--- src/sv/rmsp_pkg.sv ---
// rmsp_pkg: shared constants, register codes and cell payload types
// for the rmsprop weight update block; no dependencies
`default_nettype none

package rmsp_pkg;

  // cache geometry
  localparam int CACHE_DEPTH = 1024;
  localparam int CacheAw     = $clog2(CACHE_DEPTH);

  // field and datapath widths
  localparam int IdxW    = 10;
  localparam int WordW   = 32;
  localparam int DecW    = 16;
  localparam int CacheW  = 48;
  localparam int GsqW    = 47;
  localparam int RootW   = CacheW / 2;
  localparam int SqRemW  = RootW + 2;
  localparam int NumW    = 64;
  localparam int QW      = 34;
  localparam int NumHiW  = NumW - QW;
  localparam int DenW    = 33;
  localparam int DivW    = DenW + 8;

  // register reset values
  localparam logic [WordW-1:0] LR_RST    = 32'd16777;
  localparam logic [DecW-1:0]  DECAY_RST = 16'd58982;
  localparam logic [WordW-1:0] EPS_RST   = 32'd1;

  // configuration register indexes
  typedef enum logic [1:0] {
    REG_LR    = 2'd0,
    REG_DECAY = 2'd1,
    REG_EPS   = 2'd2
  } cfg_reg_t;

  // fields that ride along with an element through the cells
  typedef struct packed {
    logic [IdxW-1:0]  idx;
    logic [WordW-1:0] w;
    logic             neg;
  } side_t;

  // square root cell payload
  typedef struct packed {
    logic              vld;
    side_t             side;
    logic [NumW-1:0]   num;
    logic [CacheW-1:0] rad;
    logic [SqRemW-1:0] rem;
    logic [RootW-1:0]  root;
  } sqrt_t;

  // divider cell payload
  typedef struct packed {
    logic            vld;
    side_t           side;
    logic            sat;
    logic [DivW-1:0] dsor;
    logic [DivW-1:0] rem;
    logic [QW-1:0]   nlo;
    logic [QW-1:0]   quo;
  } div_t;

endpackage

`default_nettype wire

--- src/sv/rmsp_sqrt_cell.sv ---
// rmsp_sqrt_cell: one root bit of the digit-by-digit integer square root
// depends on rmsp_pkg
`default_nettype none

module rmsp_sqrt_cell import rmsp_pkg::*; (
  input  logic  clk,
  input  logic  rst_n,
  input  logic  en,
  input  sqrt_t d_i,
  output sqrt_t d_o
);

  logic [SqRemW+1:0] acc;
  logic [SqRemW+1:0] trial;
  logic              fit;
  sqrt_t             nxt;
  sqrt_t             dat_r;
  logic              vld_r;

  // bring down two radicand bits and try the next root bit
  always_comb begin
    acc   = {d_i.rem, d_i.rad[CacheW-1 -: 2]};
    trial = {2'b00, d_i.root, 2'b01};
    fit   = (acc >= trial);
    nxt   = d_i;
    nxt.rad  = {d_i.rad[CacheW-3:0], 2'b00};
    nxt.root = {d_i.root[RootW-2:0], fit};
    nxt.rem  = fit ? SqRemW'(acc - trial) : SqRemW'(acc);
  end

  // valid bit
  always_ff @(posedge clk) begin
    if (!rst_n) begin
      vld_r <= 1'b0;
    end else if (en) begin
      vld_r <= d_i.vld;
    end
  end

  // payload
  always_ff @(posedge clk) begin
    if (en) begin
      dat_r <= nxt;
    end
  end

  always_comb begin
    d_o     = dat_r;
    d_o.vld = vld_r;
  end

endmodule

`default_nettype wire

--- config.mk ---
export PLATFORM = sky130hd
export DESIGN_NAME = rmsp_sqrt_cell
export DESIGN_NICKNAME = d
export VERILOG_FILES = /design/src/sv/rmsp_pkg.sv /design/src/sv/rmsp_sqrt_cell.sv
export SDC_FILE = /design/constraint.sdc
export NUM_CORES = 1
export LEC_CHECK = 0
export BUFFER_PORTS_ARGS = -buffer_cell sky130_fd_sc_hd__buf_2
export CAP_MARGIN = 20
export CELL_PAD_IN_SITES_DETAIL_PLACEMENT = 1
export CELL_PAD_IN_SITES_GLOBAL_PLACEMENT = 2
export CORE_UTILIZATION = 29
export DETAILED_ROUTE_END_ITERATION = 10
export PLACE_DENSITY_LB_ADDON = 0.1
export SYNTH_ARGS = -nofsm -noshare
export SYNTH_HDL_FRONTEND = slang
export SYNTH_SLANG_ARGS = --single-unit
export TNS_END_PERCENT = 1
--- constraint.sdc ---
create_clock -name clk -period 3.24 [get_ports clk]
set_input_delay 0.648 -clock clk [delete_from_list [all_inputs] [get_ports clk]]
set_output_delay 0.648 -clock clk [all_outputs]
set_load 0.005 [all_outputs]
==> results of run 1 <==
==> cell families after synthesis <==
family,count (synthesis)
AND/OR/NAND/NOR,68
multiplexers,25
AO/OA/AOI/OAI,72
adder cells (fa/ha/maj),26
buffers and inverters,37
XOR/XNOR,23
other,1
flip-flops,204
==> area by class of cell <==
class / count / area, µm² / area share (%)
antenna: 3 / 7.51 / 0.0662
clock buffer: 29 / 641 / 5.65
clock inverter: 12 / 104 / 0.916
inverter: 30 / 113 / 0.994
multi-input combinational: 216 / 1690 / 14.9
sequential: 204 / 6120 / 54.0
tap: 341 / 427 / 3.76
timing repair buffer: 428 / 2240 / 19.8
==> through the flow <==
step,setup slack [ns],hold slack (ns),utilization (%),area [µm²],total power [mW]
3_5_place_dp,0.0791,0.521,39.3,10600,4.24
3_3_place_gp,0.0989,0.498,39.3,10600,4.22
6_report,0.644,0.316,42.1,11300,6.73
4_1_cts,0.610,0.293,42.0,11300,6.85
2_1_floorplan,0.331,0.484,-,7990,3.67
5_1_grt,0.455,0.293,42.0,11300,7.02
==> power by group <==
| group | leakage (nW) | switching (mW) | internal, mW |
|---|---|---|---|
| combinational | 2.67 | 0.466 | 0.459 |
| clock | 0.368 | 1.02 | 1.55 |
| sequential | 2.00 | 0.0564 | 3.18 |
==> Yosys cell counts (3+ instances only) <==
cell	instances	area share, %
a211oi_1	6	0.56
a21o_1	6	0.56
a21oi_1	21	1.3
and2_1	3	0.24
and3_1	3	0.24
buf_4	3	0.28
edfxtp_1	203	76
ha_1	26	4.1
inv_1	30	1.4
mux2_2	6	0.85
mux2_4	16	3.0
mux2i_1	3	0.38
nand2_1	21	0.99
nand2b_1	3	0.24
nor2_1	16	0.75
nor2b_1	4	0.31
nor3_1	6	0.38
o21a_1	3	0.28
o21ai_0	15	0.94
xnor2_1	13	1.4
xor2_1	10	1.1
==> how the worst max path moves through the flow <==
stage                       from                 to  slack, ns  cells past startpoint
after floorplan           d_i[0]  d_o[32]$_DFFE_PP_       0.33                     11
after global placement    d_i[2]  d_o[43]$_DFFE_PP_        0.1                     11
after detailed placement  d_i[2]  d_o[43]$_DFFE_PP_       0.08                     11
after CTS                 d_i[2]  d_o[43]$_DFFE_PP_       0.61                     11
final                     d_i[2]  d_o[43]$_DFFE_PP_       0.64                     11
after global routing      d_i[2]  d_o[43]$_DFFE_PP_       0.45                     11
==> routing by layer <==
layer  vias up  global-route usage [%]  share of wire [%]
met4        12                    5.31                2.3
met1      2727                    19.1                 38
li1       2636                       -                  -
met3        44                    5.85                8.6
met5         -                       0               0.27
met2       238                    31.3                 51
==> flip-flops by register name (all words and copies together), names as in the netlist <==
register and flops:
vld_r 1, d_o 203
==> impl_metrics.yaml, run 1 <==
status:
  status: "complete, no violations"
logic_synthesis:
  yosys_warnings: 0
  syn_area_per_cell_um2: 17.5
  synth-edff-count: 203
  ys_seq_area_share_pct: 76.6
  synth-xor-area-share_pct: 2.52
  synth_top_family_by_area: "compound AO/OA/AOI/OAI gates"
  synth_cell_types: 51
  synth_seq_cells: 204
  synthSimpleGateAreaFrac_pct: 4.20
  synth_flop_cell: "edfxtp_1"
  synth_mux_area_share_pct: 4.23
  synthAdderAreaFrac_pct: 4.08
  synthArstFlopShare_pct: 0
  synthesis.area_um2: 7980
  synthCells: 456
  synth_compound_area_share_pct: 5.99
final_layout:
  final_net_count: 1139
  fillers: 2859
  syn_to_final_growth_pct: 42.0
  layout-drive-gt1-share_pct: 53.2
  instances_no_fill: 1263
  mostFrequentLayoutCell: "buf_2"
  final_cell_mix: "411 x buf_2, 203 x edfxtp_1, 30 x inv_1"
grt:
  grt_pass1_wl_um: 37100
  antenna_found_initial: 10
  global_route.overflow_total: 0
  grt_usage_pct: 17.3
  first_global_vias: 5909
  grt_max_degree: 64
placement:
  globalplace.congestion: 0.792
  port_buffers: 412
  dpl.hpwl_um: 20300
  dp_cells: 1219
floorplanning:
  die_w_um: 168
  rows: 60
  die_h_um: 168
  ios: 415
  core_um2: 27000
  floorplan.initialDensity_pct: 29.6
  die_area_um2: 28200
critical_path:
  crit_path_start_kind: "input pin"
  crit_top_cell: "o211ai_1"
  r2r_end: "vld_r$_SDFFE_PN0P_"
  crit_slowest_cell: "o31ai_1"
  r2r-start: "vld_r$_SDFFE_PN0P_"
  crit_chain: "buf_2, inv_1, ha_1, o211ai_1, o211ai_1, nand2_1, o31ai_1, a32oi_1, o21ai_0, xor2_1, mux2_4"
  cp-end-kind: "flop"
  rr_worst_depth: 2
  r2r_setup_slack_ns: 2.64
  critPathBufInv: 2
  crit_fanout: 4
  cp.required_ns: 3.49
  crit_family: "compound AO/OA/AOI/OAI gates"
  path_class: "in -> reg"
  worstPathArrival_ns: 2.85
  slowest_delay_ns: 0.36
power:
  ir_drop_mv: 0.425
  p_leak_nw: 5.03
  p_per_area_nw_per_um2: 594
routing:
  dr_total_vias: 5657
  wire_per_inst_um: 20.1
  viasPerCell: 4.48
  wl_um: 25400
  drc: 0
  drtAntennaViolNets: 0
  firstDrtPassIters: 4
  drt_iter0_drc: 231
run:
  drv_cap: 0
min_path:
  whs_path_depth: 1
  hold_path_class: "in -> reg"
  whs_endpoint: "d_o[117]$_DFFE_PP_"
  min-delay-start: "d_i[117]"
timing:
  hold_viol: 0
  rsz0062_at_grt: "false"
  period_minus_slack_ns: 2.60
  maxSlewViolCount: 0
  slew_headroom_pct: 60.1
  setup_tns_ns: 0
  worst_pin_slew_ns: 0.598
  fmax_ghz: 0.385
  clock_skew_ns: 0
  layout_worst_path_cycle_share_pct: 80.1
  setup_violations: 0
clock_tree:
  htree_levels: 1
  clock-sinks: 204
  root_buffer: "clkbuf_16"
  clkTransAtPathRegs_ns: 0.06
  cts.path.max_buffers: 3
  clkLatencyLatePin_ns: 0.50
  numCtsBuffers: 24
  holdBufCountCts: 0
  postCtsSetupRepairBufs: 0
  cts_tree: "yes"
  cts_resized: 0
Power figures use the tool's default switching activity.
==> inputs of run 2 (changes only) <==
CORE_UTILIZATION = 26   (was 29)
clock period = 2.1 ns   (was 3.24 ns; I/O delays follow)
==> impl_metrics.yaml, run 2 (synthesized netlist as in run 1, its figures left out) <==
status:
  status: "complete, but fails checks"
  failed_checks: "negative setup slack"
critical_path:
  cp.required_ns: 2.35
  cp-end-kind: "flop"
  slowest_delay_ns: 0.33
  worstPathArrival_ns: 2.60
  crit_path_start_kind: "input pin"
  crit_family: "compound AO/OA/AOI/OAI gates"
  crit_top_cell: "buf_8"
  crit_chain: "buf_8, inv_4, ha_4, nand2b_4, a211o_1, a21oi_2, o211ai_2, a31oi_2, nor2_2, o21ai_4, buf_12, buf_8, mux2_4"
  crit_slowest_cell: "a211o_1"
  crit_fanout: 5
  critPathBufInv: 4
  path_class: "in -> reg"
placement:
  dp_cells: 1352
  port_buffers: 412
  globalplace.congestion: 0.822
  dpl.hpwl_um: 20800
clock_tree:
  root_buffer: "clkbuf_16"
  clkTransAtPathRegs_ns: 0.06
  numCtsBuffers: 24
  htree_levels: 1
  clkLatencyLatePin_ns: 0.50
  cts_tree: "yes"
  clock-sinks: 204
  holdBufCountCts: 0
  cts.path.max_buffers: 3
timing:
  fmax_ghz: 0.426
  layout_worst_path_cycle_share_pct: 112
  clock_skew_ns: 0
  worst_slack_ns: -0.247
  setup_tns_ns: -5.74
  hold-worst-slack_ns: 0.0824
  rsz0062_at_grt: "true"
  maxSlewViolCount: 0
  setup_violations: 27
  period_minus_slack_ns: 2.35
  hold_viol: 0
floorplanning:
  ios: 415
  die_area_um2: 31400
  die_h_um: 177
  core_um2: 30000
  die_w_um: 177
  rows: 63
  floorplan.initialDensity_pct: 26.6
routing:
  wl_met2_um: 14300
  drc: 0
  wire_per_inst_um: 18.5
  top_layer_used: "met5"
  drt_iter0_drc: 231
  drtAntennaViolNets: 0
  dr_total_vias: 5946
  viasPerCell: 4.23
  wl_um: 26000
  m1WireLength_um: 9490
  met3_length_um: 1820
  firstDrtPassIters: 5
final_layout:
  largest_register_ffs: 203
  mostFrequentLayoutCell: "buf_2"
  final_cell_mix: "408 x buf_2, 203 x edfxtp_1, 99 x buf_4"
  syn_to_final_growth_pct: 55.1
  instances_no_fill: 1407
  layout-drive-gt1-share_pct: 60.4
  final_net_count: 1233
  final_util_pct: 41.3
grt:
  global_route.overflow_total: 0
  grt_usage_pct: 15.5
  grt_pass1_wl_um: 36900
  grt_max_degree: 49
  antenna_found_initial: 2
  first_global_vias: 6275
run:
  drv_cap: 0
power:
  finalPower_mw: 10.6
  p_per_area_nw_per_um2: 855
  ir_drop_mv: 0.469
  p_leak_nw: 5.55
min_path:
  hold_path_class: "in -> reg"
-- run 2: cell types whose count changed in the layout (fill, tap and decap cells not counted), sizes merged --
cell / change
clkbuf: +2
clkinv: -1
diode: -2
buf: +94
clkinvlp: +3
bufinv: -1
-- run 2: report_power, final --
part           switching (mW)  leakage, nW  internal, mW
logic                   0.783         3.20         0.927
clock network            1.59        0.356          2.30
registers              0.0899         2.00          4.91
total                    2.46         5.55          8.13
-- run 2: repair_timing --
action	in CTS	in global routing
pin swaps	0	12
gates cloned	0	1
gates resized for setup	14	38
buffers inserted	1	8
endpoints found under the setup margin	25	26
-- run 2: layout make-up --
type	count	area (µm²)
fill	3264	17600
multi-input combinational	216	1880
inverter	30	115
sequential	204	6120
tap	390	488
clock buffer	31	648
clock inverter	13	92.6
timing repair buffer	522	3040
antenna	1	2.50
-- run 2: path summary, 6_finish.rpt --
kind                                         start            endpoint  slack, ns  cells past startpoint
worst min register to register  vld_r$_SDFFE_PN0P_  vld_r$_SDFFE_PN0P_       0.54                      2
worst max register to register  vld_r$_SDFFE_PN0P_  vld_r$_SDFFE_PN0P_       1.48                      2
worst max-delay path                        d_i[0]   d_o[48]$_DFFE_PP_      -0.25                     13
worst min-delay path                      d_i[115]  d_o[115]$_DFFE_PP_       0.08                      1
-- run 2: per-stage QoR --
step / setup WS (ns) / instance area [µm²]
after global routing: -0.329 / 12400
final: -0.247 / 12400
after floorplan: -0.554 / 7990
after global placement: -0.878 / 11300
after CTS: -0.200 / 12100
after detailed placement: -0.820 / 11300
-- run 2: worst register-to-register path: cells and delay by family, from the launching register on --
family           cells  cell delay (ns)
and+or+nand+nor      1             0.06
DFF                  1             0.31
muxes                1             0.14
-- run 2: per-layer routing --
| layer | vias up | track usage, % |
|---|---|---|
| met5 | - | 0 |
| li1 | 2824 | - |
| met4 | 2 | 3.41 |
| met2 | 220 | 29.8 |
| met1 | 2868 | 17.0 |
| met3 | 32 | 3.76 |
