--- config.mk ---
export PLATFORM = sky130hd
export DESIGN_NAME = rmsp_div_cell
export DESIGN_NICKNAME = d
export VERILOG_FILES = /design/src/sv/rmsp_pkg.sv /design/src/sv/rmsp_div_cell.sv
export SDC_FILE = /design/constraint.sdc
export NUM_CORES = 1
export LEC_CHECK = 0
export BUFFER_PORTS_ARGS = -buffer_cell sky130_fd_sc_hd__buf_4
export CAP_MARGIN = 5
export CELL_PAD_IN_SITES_DETAIL_PLACEMENT = 0
export CELL_PAD_IN_SITES_GLOBAL_PLACEMENT = 2
export CORE_MARGIN = 10
export CORE_UTILIZATION = 30
export DETAILED_ROUTE_END_ITERATION = 16
export GPL_TIMING_DRIVEN = 0
export PLACE_DENSITY = 0.84
export SYNTH_ARGS = -nofsm -noshare
export SYNTH_HDL_FRONTEND = slang
export SYNTH_SLANG_ARGS = --single-unit
--- constraint.sdc ---
create_clock -name clk -period 3.94 [get_ports clk]
set_input_delay 0.394 -clock clk [delete_from_list [all_inputs] [get_ports clk]]
set_output_delay 0.394 -clock clk [all_outputs]
set_load 0.02 [all_outputs]
--- src/sv/rmsp_pkg.sv ---
// rmsp_pkg: shared constants, register codes and cell payload types
// for the rmsprop weight update block; no dependencies
`default_nettype none

package rmsp_pkg;

  // cache geometry
  localparam int CACHE_DEPTH = 1024;
  localparam int CacheAw     = $clog2(CACHE_DEPTH);

  // field and datapath widths
  localparam int IdxW    = 10;
  localparam int WordW   = 32;
  localparam int DecW    = 16;
  localparam int CacheW  = 48;
  localparam int GsqW    = 47;
  localparam int RootW   = CacheW / 2;
  localparam int SqRemW  = RootW + 2;
  localparam int NumW    = 64;
  localparam int QW      = 34;
  localparam int NumHiW  = NumW - QW;
  localparam int DenW    = 33;
  localparam int DivW    = DenW + 8;

  // register reset values
  localparam logic [WordW-1:0] LR_RST    = 32'd16777;
  localparam logic [DecW-1:0]  DECAY_RST = 16'd58982;
  localparam logic [WordW-1:0] EPS_RST   = 32'd1;

  // configuration register indexes
  typedef enum logic [1:0] {
    REG_LR    = 2'd0,
    REG_DECAY = 2'd1,
    REG_EPS   = 2'd2
  } cfg_reg_t;

  // fields that ride along with an element through the cells
  typedef struct packed {
    logic [IdxW-1:0]  idx;
    logic [WordW-1:0] w;
    logic             neg;
  } side_t;

  // square root cell payload
  typedef struct packed {
    logic              vld;
    side_t             side;
    logic [NumW-1:0]   num;
    logic [CacheW-1:0] rad;
    logic [SqRemW-1:0] rem;
    logic [RootW-1:0]  root;
  } sqrt_t;

  // divider cell payload
  typedef struct packed {
    logic            vld;
    side_t           side;
    logic            sat;
    logic [DivW-1:0] dsor;
    logic [DivW-1:0] rem;
    logic [QW-1:0]   nlo;
    logic [QW-1:0]   quo;
  } div_t;

endpackage

`default_nettype wire

--- src/sv/rmsp_div_cell.sv ---
// rmsp_div_cell: one quotient bit of the restoring divider
// depends on rmsp_pkg
`default_nettype none

module rmsp_div_cell import rmsp_pkg::*; (
  input  logic clk,
  input  logic rst_n,
  input  logic en,
  input  div_t d_i,
  output div_t d_o
);

  logic [DivW:0] acc;
  logic          fit;
  div_t          nxt;
  div_t          dat_r;
  logic          vld_r;

  // shift in the next dividend bit and subtract where the divisor fits
  always_comb begin
    acc = {d_i.rem, d_i.nlo[QW-1]};
    fit = (acc >= {1'b0, d_i.dsor});
    nxt = d_i;
    nxt.nlo = {d_i.nlo[QW-2:0], 1'b0};
    nxt.quo = {d_i.quo[QW-2:0], fit};
    nxt.rem = fit ? DivW'(acc - {1'b0, d_i.dsor}) : DivW'(acc);
  end

  // valid bit
  always_ff @(posedge clk) begin
    if (!rst_n) begin
      vld_r <= 1'b0;
    end else if (en) begin
      vld_r <= d_i.vld;
    end
  end

  // payload
  always_ff @(posedge clk) begin
    if (en) begin
      dat_r <= nxt;
    end
  end

  always_comb begin
    d_o     = dat_r;
    d_o.vld = vld_r;
  end

endmodule

`default_nettype wire

==> results of run 1 <==
-- through the flow --
step / power (mW) / TNS (ns) / utilization (%) / worst slack (ns)
6_report: 5.70 / 0 / 44.0 / 0.398
5_1_grt: 5.97 / 0 / 44.0 / 0.230
4_1_cts: 5.78 / 0 / 44.0 / 0.352
3_5_place_dp: 4.00 / -0.604 / 42.0 / -0.105
3_3_place_gp: 3.99 / -0.908 / 41.9 / -0.170
2_1_floorplan: 3.29 / 0 / - / 0.714
-- worst paths after layout --
path	start	end	slack, ns	cells past startpoint
setup / recovery	d_i[67]	d_o[103]	0.40	14
hold / removal	d_i[27]	d_o[28]	0.13	1
setup reg to reg	vld_r	vld_r	3.30	2
hold reg to reg	vld_r	vld_r	0.57	2
-- synthesized netlist by cell type, types with 4 or more instances --
master / n
a211o_1: 4
a21o_1: 14
a21oi_1: 47
a311oi_1: 5
buf_2: 4
clkbuf_1: 17
edfxtp_1: 193
ha_1: 41
inv_1: 57
mux2_2: 5
nand2_1: 72
nand2b_1: 6
nand3_1: 9
nand4_1: 11
nor2_1: 28
nor3_1: 10
nor4_1: 4
o211ai_1: 10
o21a_1: 5
o21ai_0: 58
o21bai_1: 6
xnor2_1: 19
xor2_1: 14
-- power by group through the flow --
stage | Clock, mW | Sequential (mW) | Combinational, mW
final | 1.77 | 2.56 | 1.37
after global routing | 1.91 | 2.58 | 1.48
after CTS | 1.82 | 2.56 | 1.39
after detailed placement | 0 | 2.61 | 1.39
after global placement | 0 | 2.60 | 1.38
after floorplan | 0 | 2.87 | 0.427
-- layout make-up --
class                           instances  area, µm²  area share, %
Sequential cell                       194       5820           44.8
Buffer                                 24        110          0.849
Inverter                               57        214           1.65
Multi-Input combinational cell        420       2790           21.5
Clock inverter                         15        170           1.31
Tap cell                              390        488           3.76
Clock buffer                           17        425           3.28
Timing Repair Buffer                  391       2960           22.8
-- layer usage --
metal	up-vias	GRT usage [%]	wire (µm)
met5	-	0	0
met4	0	4.47	528
met3	24	4.68	2530
met2	241	30.9	17400
met1	3380	18.8	12700
li1	3428	-	-
-- sequential cells by signal, summed over array words and instances (netlist names) --
name   flops
vld_r      1
d_o      193
-- logic make-up (layout without fill, tap and decap cells) --
kind of cell | Yosys count | count (layout) | share of synthesized area [%]
flops | 194 | 194 | 65.1
compound gates | 180 | 180 | 12.8
simple gates | 157 | 157 | 8.28
buf+inv | 81 | 504 | 3.63
fa+ha+maj | 42 | 42 | 5.97
xor+xnor | 33 | 33 | 3.24
mux | 7 | 7 | 0.855
other cells | 1 | 1 | 0.0420
-- worst reg2reg max path: stages, from the launching register on --
cell and delay (ns):
dfxtp_1 0.33, mux2i_1 0.14, nor2b_1 0.07
==> impl_metrics.env, run 1 <==
export IMPL_dieArea_um2=37100
export IMPL_grt_max_degree=113
export IMPL_clockBufferDepth=2
export IMPL_crit_required_ns=4.10
export IMPL_io_buffers=390
export IMPL_detailroute_via_count=7073
export IMPL_wl_um=33200
export IMPL_num_antenna_cells=0
export IMPL_rows=63
export IMPL_combPwrFrac_pct=24.1
export IMPL_min_period_over_period_pct=89.9
export IMPL_die_w_um=193
export IMPL_grt_usage_pct=16.9
export IMPL_fmax_mhz=282
export IMPL_final_common_cell="buf_4"
export IMPL_grt_pass1_wl_um=46600
export IMPL_clk_pin_slew_ns=0.08
export IMPL_cts_resized=0
export IMPL_setup_violations=0
export IMPL_start_kind="input pin"
export IMPL_start_util_pct=30.3
export IMPL_final_cell_area_um2=13000
export IMPL_dp_cells=1476
export IMPL_worstSetupPathType="input pin to flop"
export IMPL_period_minus_slack_ns=3.54
export IMPL_drv_slew=0
export IMPL_hold_viol=0
export IMPL_synth_seq_area_share_pct=65.1
export IMPL_ys_flop_type="edfxtp_1"
export IMPL_drc=0
export IMPL_ys_warn_count=0
export IMPL_synthDistinctLibCells=67
export IMPL_dr_pass1_iters=5
export IMPL_hold_class="input pin to flop"
export IMPL_holdWs_ns=0.131
export IMPL_final_cells=1508
export IMPL_syn_avg_cell_area_um2=12.8
export IMPL_fin_skew_ns=0
export IMPL_cts_tree="yes"
export IMPL_slowest_delay_ns=0.51
export IMPL_rsz0062_at_grt="false"
export IMPL_status="complete, no violations"
export IMPL_viasPerCell=4.69
export IMPL_syn_cell_area_um2=8930
export IMPL_maxSlewHeadroom_pct=41.6
export IMPL_crit_top_cell="inv_1"
export IMPL_core_um2=29500
export IMPL_wire_per_inst_um=22.0
export IMPL_synth_edf_count=193
export IMPL_fp_dieH_um=193
export IMPL_post_dp_hpwl_um=27100
export IMPL_cp_cell_sequence="buf_4, inv_1, ha_1, inv_1, fa_1, a21o_1, a22o_1, o31a_1, a2111o_1, o21ai_1, o311a_4, buf_6, clkbuf_1, o21ai_0"
export IMPL_ant_nets=0
export IMPL_antenna_found_initial=0
export IMPL_async_reset_ff_share_pct=0
export IMPL_seqPwrFrac_pct=44.9
export IMPL_grt_pass1_vias=7187
export IMPL_power_density_nw_per_um2=439
export IMPL_syn2layout_area_growth_pct=45.3
export IMPL_synthCells=695
export IMPL_final_cell_mix="391 x buf_4, 193 x edfxtp_1, 72 x nand2_1, 58 x o21ai_0, 57 x inv_1"
export IMPL_irDropWorstVdd_mv=0.223
export IMPL_p_clk_share_pct=31.0
export IMPL_synth_area_leader_cell="edfxtp_1"
export IMPL_path_buf_inv=5
export IMPL_io_pin_count=393
export IMPL_placed_cell_area_um2=12400
export IMPL_syn_num_nets=935
export IMPL_p_sw_mw=1.75
export IMPL_gp_congestion=0.834
export IMPL_p_int_mw=3.95
export IMPL_nFillCells=2831
export IMPL_numCtsBuffers=17
export IMPL_cts_setup_buffers=0
export IMPL_crit_family="compound AO/OA/AOI/OAI gates"
export IMPL_cap_violations=0
export IMPL_slowest_stage="clkbuf_1"
export IMPL_synth_area_top_cells="edfxtp_1 65%, ha_1 5.7%, o21ai_0 3.3%, nand2_1 3.0%, a21oi_1 2.6%"
export IMPL_synth_top_area_share_pct=64.9
export IMPL_cp_max_fo=10
export IMPL_htree_levels=4
export IMPL_drt_iter0_drc=364
export IMPL_cp_end_kind="flop"
export IMPL_grt_ovfl_total=0
export IMPL_tightest_slew_ns=0.876
export IMPL_clock_sinks=194
export IMPL_final_nets=1345
export IMPL_clock_latency_ns=0.43
export IMPL_cts_root_buffer="clkbuf_16"
export IMPL_ys_seq_elements=194
export IMPL_drive_gt1_share_pct=39.6
export IMPL_p_leak_nw=5.53
export IMPL_cts_hold_buf=0
export IMPL_swShare_pct=30.7
export IMPL_crit_arrival_ns=3.70
(Power assumes the default switching activity.)
==> inputs of run 2 (changes only) <==
--- a/config.mk
+++ b/config.mk
@@ -9,6 +9,7 @@
 export CAP_MARGIN = 5
 export CELL_PAD_IN_SITES_DETAIL_PLACEMENT = 0
 export CELL_PAD_IN_SITES_GLOBAL_PLACEMENT = 2
+export CORE_ASPECT_RATIO = 0.6
 export CORE_MARGIN = 10
 export CORE_UTILIZATION = 30
 export DETAILED_ROUTE_END_ITERATION = 16
==> run 2 against run 1 <==
Against the previous run: maximum frequency up 0.25%; critical endpoint is now d_o[98]; non-clock buffer count unchanged; worst setup slack better by 0.0087 ns; critical path type unchanged.
==> impl_metrics.env, run 2 (same netlist as run 1, synthesis figures left out) <==
export IMPL_min_path_cells=1
export IMPL_cp_cell_sequence="buf_4, inv_1, ha_1, inv_1, fa_1, a21o_1, a22o_1, o31a_1, a2111o_1, o21ai_1, o311a_4, buf_6, clkbuf_1, o21ai_0"
export IMPL_cap_violations=0
export IMPL_largest_reg_flops=193
export IMPL_start_util_pct=30.8
export IMPL_grt_pass1_vias=7261
export IMPL_cts_setup_buffers=0
export IMPL_fmax_mhz=283
export IMPL_fin_skew_ns=0
export IMPL_slowest_stage="clkbuf_1"
export IMPL_syn2layout_area_growth_pct=45.8
export IMPL_clockBufferDepth=2
export IMPL_post_dp_hpwl_um=26900
export IMPL_final_nets=1345
export IMPL_crit_top_cell="inv_1"
export IMPL_crit_arrival_ns=3.69
export IMPL_swShare_pct=31.1
export IMPL_final_core_util_pct=44.9
export IMPL_irDropWorstVdd_mv=0.266
export IMPL_dieArea_um2=37300
export IMPL_rr_startpoint="vld_r"
export IMPL_combPwrFrac_pct=23.6
export IMPL_path_buf_inv=5
export IMPL_final_cells=1518
export IMPL_final_common_cell="buf_4"
export IMPL_cts_hold_buf=0
export IMPL_ant_nets=0
export IMPL_grt_pass1_wl_um=48300
export IMPL_p_sw_mw=1.81
export IMPL_clock_sinks=194
export IMPL_io_buffers=390
export IMPL_detailroute_via_count=7111
export IMPL_status="complete, no violations"
export IMPL_p_clk_share_pct=32.3
export IMPL_dr_pass1_iters=5
export IMPL_fp_dieH_um=154
export IMPL_core_um2=29000
export IMPL_cts_resized=0
export IMPL_wire_per_inst_um=22.0
export IMPL_cts_tree="yes"
export IMPL_period_minus_slack_ns=3.53
export IMPL_worstSetupPathType="input pin to flop"
export IMPL_p_int_mw=4.01
export IMPL_clock_latency_ns=0.45
export IMPL_grt_usage_pct=17.3
export IMPL_min_to="d_o[5]"
export IMPL_nFillCells=2741
export IMPL_cts_root_buffer="clkbuf_16"
export IMPL_cp_max_fo=10
export IMPL_htree_levels=4
export IMPL_grt_ovfl_total=0
export IMPL_holdWs_ns=0.0977
export IMPL_fin_ws_ns=0.407
export IMPL_hold_viol=0
export IMPL_crit_required_ns=4.10
export IMPL_hold_class="input pin to flop"
export IMPL_antenna_found_initial=0
export IMPL_rrSetupSlack_ns=3.34
export IMPL_clk_pin_slew_ns=0.09
export IMPL_p_leak_nw=5.54
export IMPL_seqPwrFrac_pct=44.1
export IMPL_tightest_slew_ns=0.882
export IMPL_grt_max_degree=128
export IMPL_min_from="d_i[4]"
export IMPL_die_w_um=243
export IMPL_dp_slack_ns=-0.0785
export IMPL_slowest_delay_ns=0.46
export IMPL_setup_violations=0
export IMPL_viasPerCell=4.68
export IMPL_wl_um=33400
export IMPL_dp_cells=1486
export IMPL_gp_congestion=0.822
export IMPL_rsz0062_at_grt="false"
export IMPL_numCtsBuffers=17
export IMPL_power_density_nw_per_um2=447
export IMPL_drv_slew=0
export IMPL_start_kind="input pin"
export IMPL_final_cell_mix="391 x buf_4, 193 x edfxtp_1, 72 x nand2_1, 58 x o21ai_0, 57 x inv_1"
export IMPL_crit_family="compound AO/OA/AOI/OAI gates"
export IMPL_maxSlewHeadroom_pct=40.7
export IMPL_reg2reg_to="vld_r"
export IMPL_r2r_cells=2
export IMPL_io_pin_count=393
export IMPL_min_period_over_period_pct=89.7
export IMPL_rows=48
export IMPL_num_antenna_cells=0
export IMPL_cp_end_kind="flop"
export IMPL_drive_gt1_share_pct=39.6
export IMPL_drc=0
export IMPL_drt_iter0_drc=475
==> run 2: worst max path at each step <==
stage | endpoint | start | cells past startpoint
6_report | d_o[98] | d_i[67] | 14
5_1_grt | d_o[98] | d_i[67] | 14
4_1_cts | d_o[98] | d_i[67] | 14
3_5_place_dp | d_o[98] | d_i[67] | 14
3_3_place_gp | d_o[98] | d_i[67] | 14
2_1_floorplan | d_o[76] | d_i[67] | 13
==> run 2: layer usage <==
| layer | part of all wire (%) | track usage [%] | routed length [µm] | up-vias |
|---|---|---|---|---|
| li1 | - | - | - | 3418 |
| met1 | 44 | 22.1 | 14800 | 3412 |
| met2 | 47 | 27.9 | 15600 | 246 |
| met3 | 6.8 | 4.86 | 2280 | 35 |
| met4 | 2.1 | 5.72 | 701 | 0 |
| met5 | 0 | 0 | 0 | - |
==> run 2: final cells by class <==
type	count	area [µm²]	share of cell area, %
Buffer	24	110	0.846
Clock inverter	15	203	1.56
Multi-Input combinational cell	420	2790	21.4
Tap cell	400	500	3.84
Timing Repair Buffer	391	2960	22.8
Clock buffer	17	425	3.27
Sequential cell	194	5820	44.7
Inverter	57	214	1.64
==> run 2: power groups by stage <==
stage	Combinational [mW]	Clock, mW	Sequential [mW]
2_1_floorplan	0.427	0	2.87
3_3_place_gp	1.38	0	2.61
3_5_place_dp	1.39	0	2.61
6_report	1.38	1.88	2.57
4_1_cts	1.39	1.93	2.57
5_1_grt	1.49	2.00	2.59
==> run 2: metrics by stage <==
step | total power [mW] | TNS, ns | area (µm²)
floorplan | 3.29 | 0 | 8930
detailed placement | 4.00 | -0.181 | 12400
global route | 6.08 | 0 | 13000
finish | 5.82 | 0 | 13000
CTS | 5.89 | 0 | 13000
global placement | 3.99 | -0.237 | 12400
==> inputs of run 3 (changes only) <==
--- a/config.mk
+++ b/config.mk
@@ -11,10 +11,10 @@
 export CELL_PAD_IN_SITES_GLOBAL_PLACEMENT = 2
 export CORE_ASPECT_RATIO = 0.6
 export CORE_MARGIN = 10
-export CORE_UTILIZATION = 30
+export CORE_UTILIZATION = 26
 export DETAILED_ROUTE_END_ITERATION = 16
 export GPL_TIMING_DRIVEN = 0
-export PLACE_DENSITY = 0.84
+export PLACE_DENSITY = 0.75
 export SYNTH_ARGS = -nofsm -noshare
 export SYNTH_HDL_FRONTEND = slang
 export SYNTH_SLANG_ARGS = --single-unit
==> constraint.sdc (replaced) <==
create_clock -name clk -period 4.4 [get_ports clk]
set_input_delay 0.44 -clock clk [delete_from_list [all_inputs] [get_ports clk]]
set_output_delay 0.44 -clock clk [all_outputs]
set_load 0.02 [all_outputs]
==> run 3 against run 2 <==
Against the previous run: clock skew unchanged; critical path depth is 4 lower; combinational power is 11% lower; routed wire length grew 1.5%; clock power decreased by 11%; non-clock buffer count unchanged; total power fell by 11%; sequential share of layout area is 0.25 points lower; first-iteration DRC count rose by 18%; global-route usage shrank 2.1 points; largest cell class unchanged; highest routed layer unchanged.
==> impl_metrics.env, run 3 (same netlist as run 1, synthesis figures left out) <==
export IMPL_status="complete, no violations"
export IMPL_rsz0062_at_grt="false"
export IMPL_holdWs_ns=0.155
export IMPL_clock_latency_ns=0.44
export IMPL_ant_nets=0
export IMPL_cp_cell_sequence="buf_4, ha_1, a21oi_1, a21boi_0, o2111ai_1, o311ai_1, o31ai_1, o21ai_1, a211o_1, a32o_1"
export IMPL_dieArea_um2=42400
export IMPL_grt_pass1_wl_um=47700
export IMPL_num_antenna_cells=0
export IMPL_syn2layout_area_growth_pct=46.7
export IMPL_io_buffers=390
export IMPL_fp_dieH_um=164
export IMPL_gp_congestion=0.806
export IMPL_worstSetupPathType="input pin to flop"
export IMPL_final_nets=1345
export IMPL_final_common_cell="buf_4"
export IMPL_slowest_stage="o31ai_1"
export IMPL_drt_iter0_drc=562
export IMPL_cts_root_buffer="clkbuf_16"
export IMPL_htree_levels=4
export IMPL_die_w_um=259
export IMPL_final_cell_mix="391 x buf_4, 193 x edfxtp_1, 72 x nand2_1, 58 x o21ai_0, 57 x inv_1"
export IMPL_slowest_delay_ns=0.93
export IMPL_rows=52
export IMPL_tns_ns=0
export IMPL_setup_violations=0
export IMPL_rrSetupSlack_ns=3.79
export IMPL_clockBufferDepth=2
export IMPL_cp_max_fo=6
export IMPL_path_buf_inv=1
export IMPL_detailroute_via_count=7089
export IMPL_antenna_found_initial=0
export IMPL_hold_class="input pin to flop"
export IMPL_drv_slew=0
export IMPL_clk_pin_slew_ns=0.09
export IMPL_largest_reg_flops=193
export IMPL_drive_gt1_share_pct=39.6
export IMPL_hold_viol=0
export IMPL_min_period_over_period_pct=80.7
export IMPL_tightest_slew_ns=1.09
export IMPL_crit_required_ns=4.60
export IMPL_core_um2=33800
export IMPL_post_dp_hpwl_um=27400
export IMPL_nFillCells=3320
export IMPL_drc=0
export IMPL_grt_ovfl_total=0
export IMPL_start_util_pct=26.4
export IMPL_cts_hold_buf=0
export IMPL_wire_per_inst_um=21.5
export IMPL_maxSlewHeadroom_pct=27.0
export IMPL_wl_um=33900
export IMPL_cts_setup_buffers=0
export IMPL_cts_tree="yes"
export IMPL_viasPerCell=4.50
export IMPL_grt_max_degree=122
export IMPL_period_minus_slack_ns=3.55
export IMPL_cts_resized=0
export IMPL_p_leak_nw=5.54
export IMPL_irDropWorstVdd_mv=0.275
export IMPL_grt_usage_pct=15.2
export IMPL_io_pin_count=393
export IMPL_numCtsBuffers=17
export IMPL_clock_sinks=194
export IMPL_fin_skew_ns=0
export IMPL_power_density_nw_per_um2=398
export IMPL_start_kind="input pin"
export IMPL_crit_arrival_ns=3.75
export IMPL_cap_violations=0
export IMPL_cp_end_kind="flop"
export IMPL_fmax_mhz=282
export IMPL_crit_family="compound AO/OA/AOI/OAI gates"
export IMPL_dr_pass1_iters=5
export IMPL_grt_pass1_vias=7109
[run 3: per-stage QoR]
step / instance area [µm²] / std cells / utilization (%) / worst slack (ns) / power (mW)
final: 13100 / 1577 / 38.8 / 0.850 / 5.21
after global routing: 13100 / 1577 / 38.8 / 0.667 / 5.44
after CTS: 13100 / 1577 / 38.8 / 0.838 / 5.28
after detailed placement: 12500 / 1545 / 36.9 / 0.359 / 3.59
after global placement: 12400 / 1544 / 36.8 / 0.349 / 3.58
after floorplan: 8930 / 695 / - / 1.13 / 2.95
[run 3: worst reg2reg max path, stage by stage, from the launching register on]
cell and delay, ns:
dfxtp_1 0.33, mux2i_1 0.12, nor2b_1 0.06
[run 3: layer usage]
| metal | up-vias | global-route usage (%) | wire [µm] |
|---|---|---|---|
| li1 | 3424 | - | - |
| met1 | 3407 | 19.6 | 14700 |
| met2 | 242 | 25.1 | 16700 |
| met3 | 16 | 4.31 | 2350 |
| met4 | 0 | 3.18 | 229 |
| met5 | - | 0 | 0 |
[run 3: cell type report]
type / count / area, µm² / share of cell area (%)
timing repair buffer: 391 / 2960 / 22.6
buffer: 24 / 110 / 0.841
inverter: 57 / 214 / 1.63
clock inverter: 15 / 203 / 1.55
clock buffer: 17 / 425 / 3.25
sequential: 194 / 5820 / 44.4
multi-input combinational: 420 / 2790 / 21.3
tap: 459 / 574 / 4.39
[run 3: final timing paths]
path / cells past startpoint / to / start
worst max-delay path: 10 / d_o[101] / d_i[74]
worst min-delay path: 1 / d_o[63] / d_i[62]
worst max register to register: 2 / vld_r / vld_r
worst min register to register: 2 / vld_r / vld_r
[run 3: power by group]
| part | switching (mW) | internal, mW | total [mW] | leakage, nW |
|---|---|---|---|---|
| sequential | 0.0494 | 2.24 | 2.29 | 1.90 |
| clock | 0.887 | 0.790 | 1.68 | 0.304 |
| combinational | 0.720 | 0.514 | 1.23 | 3.34 |
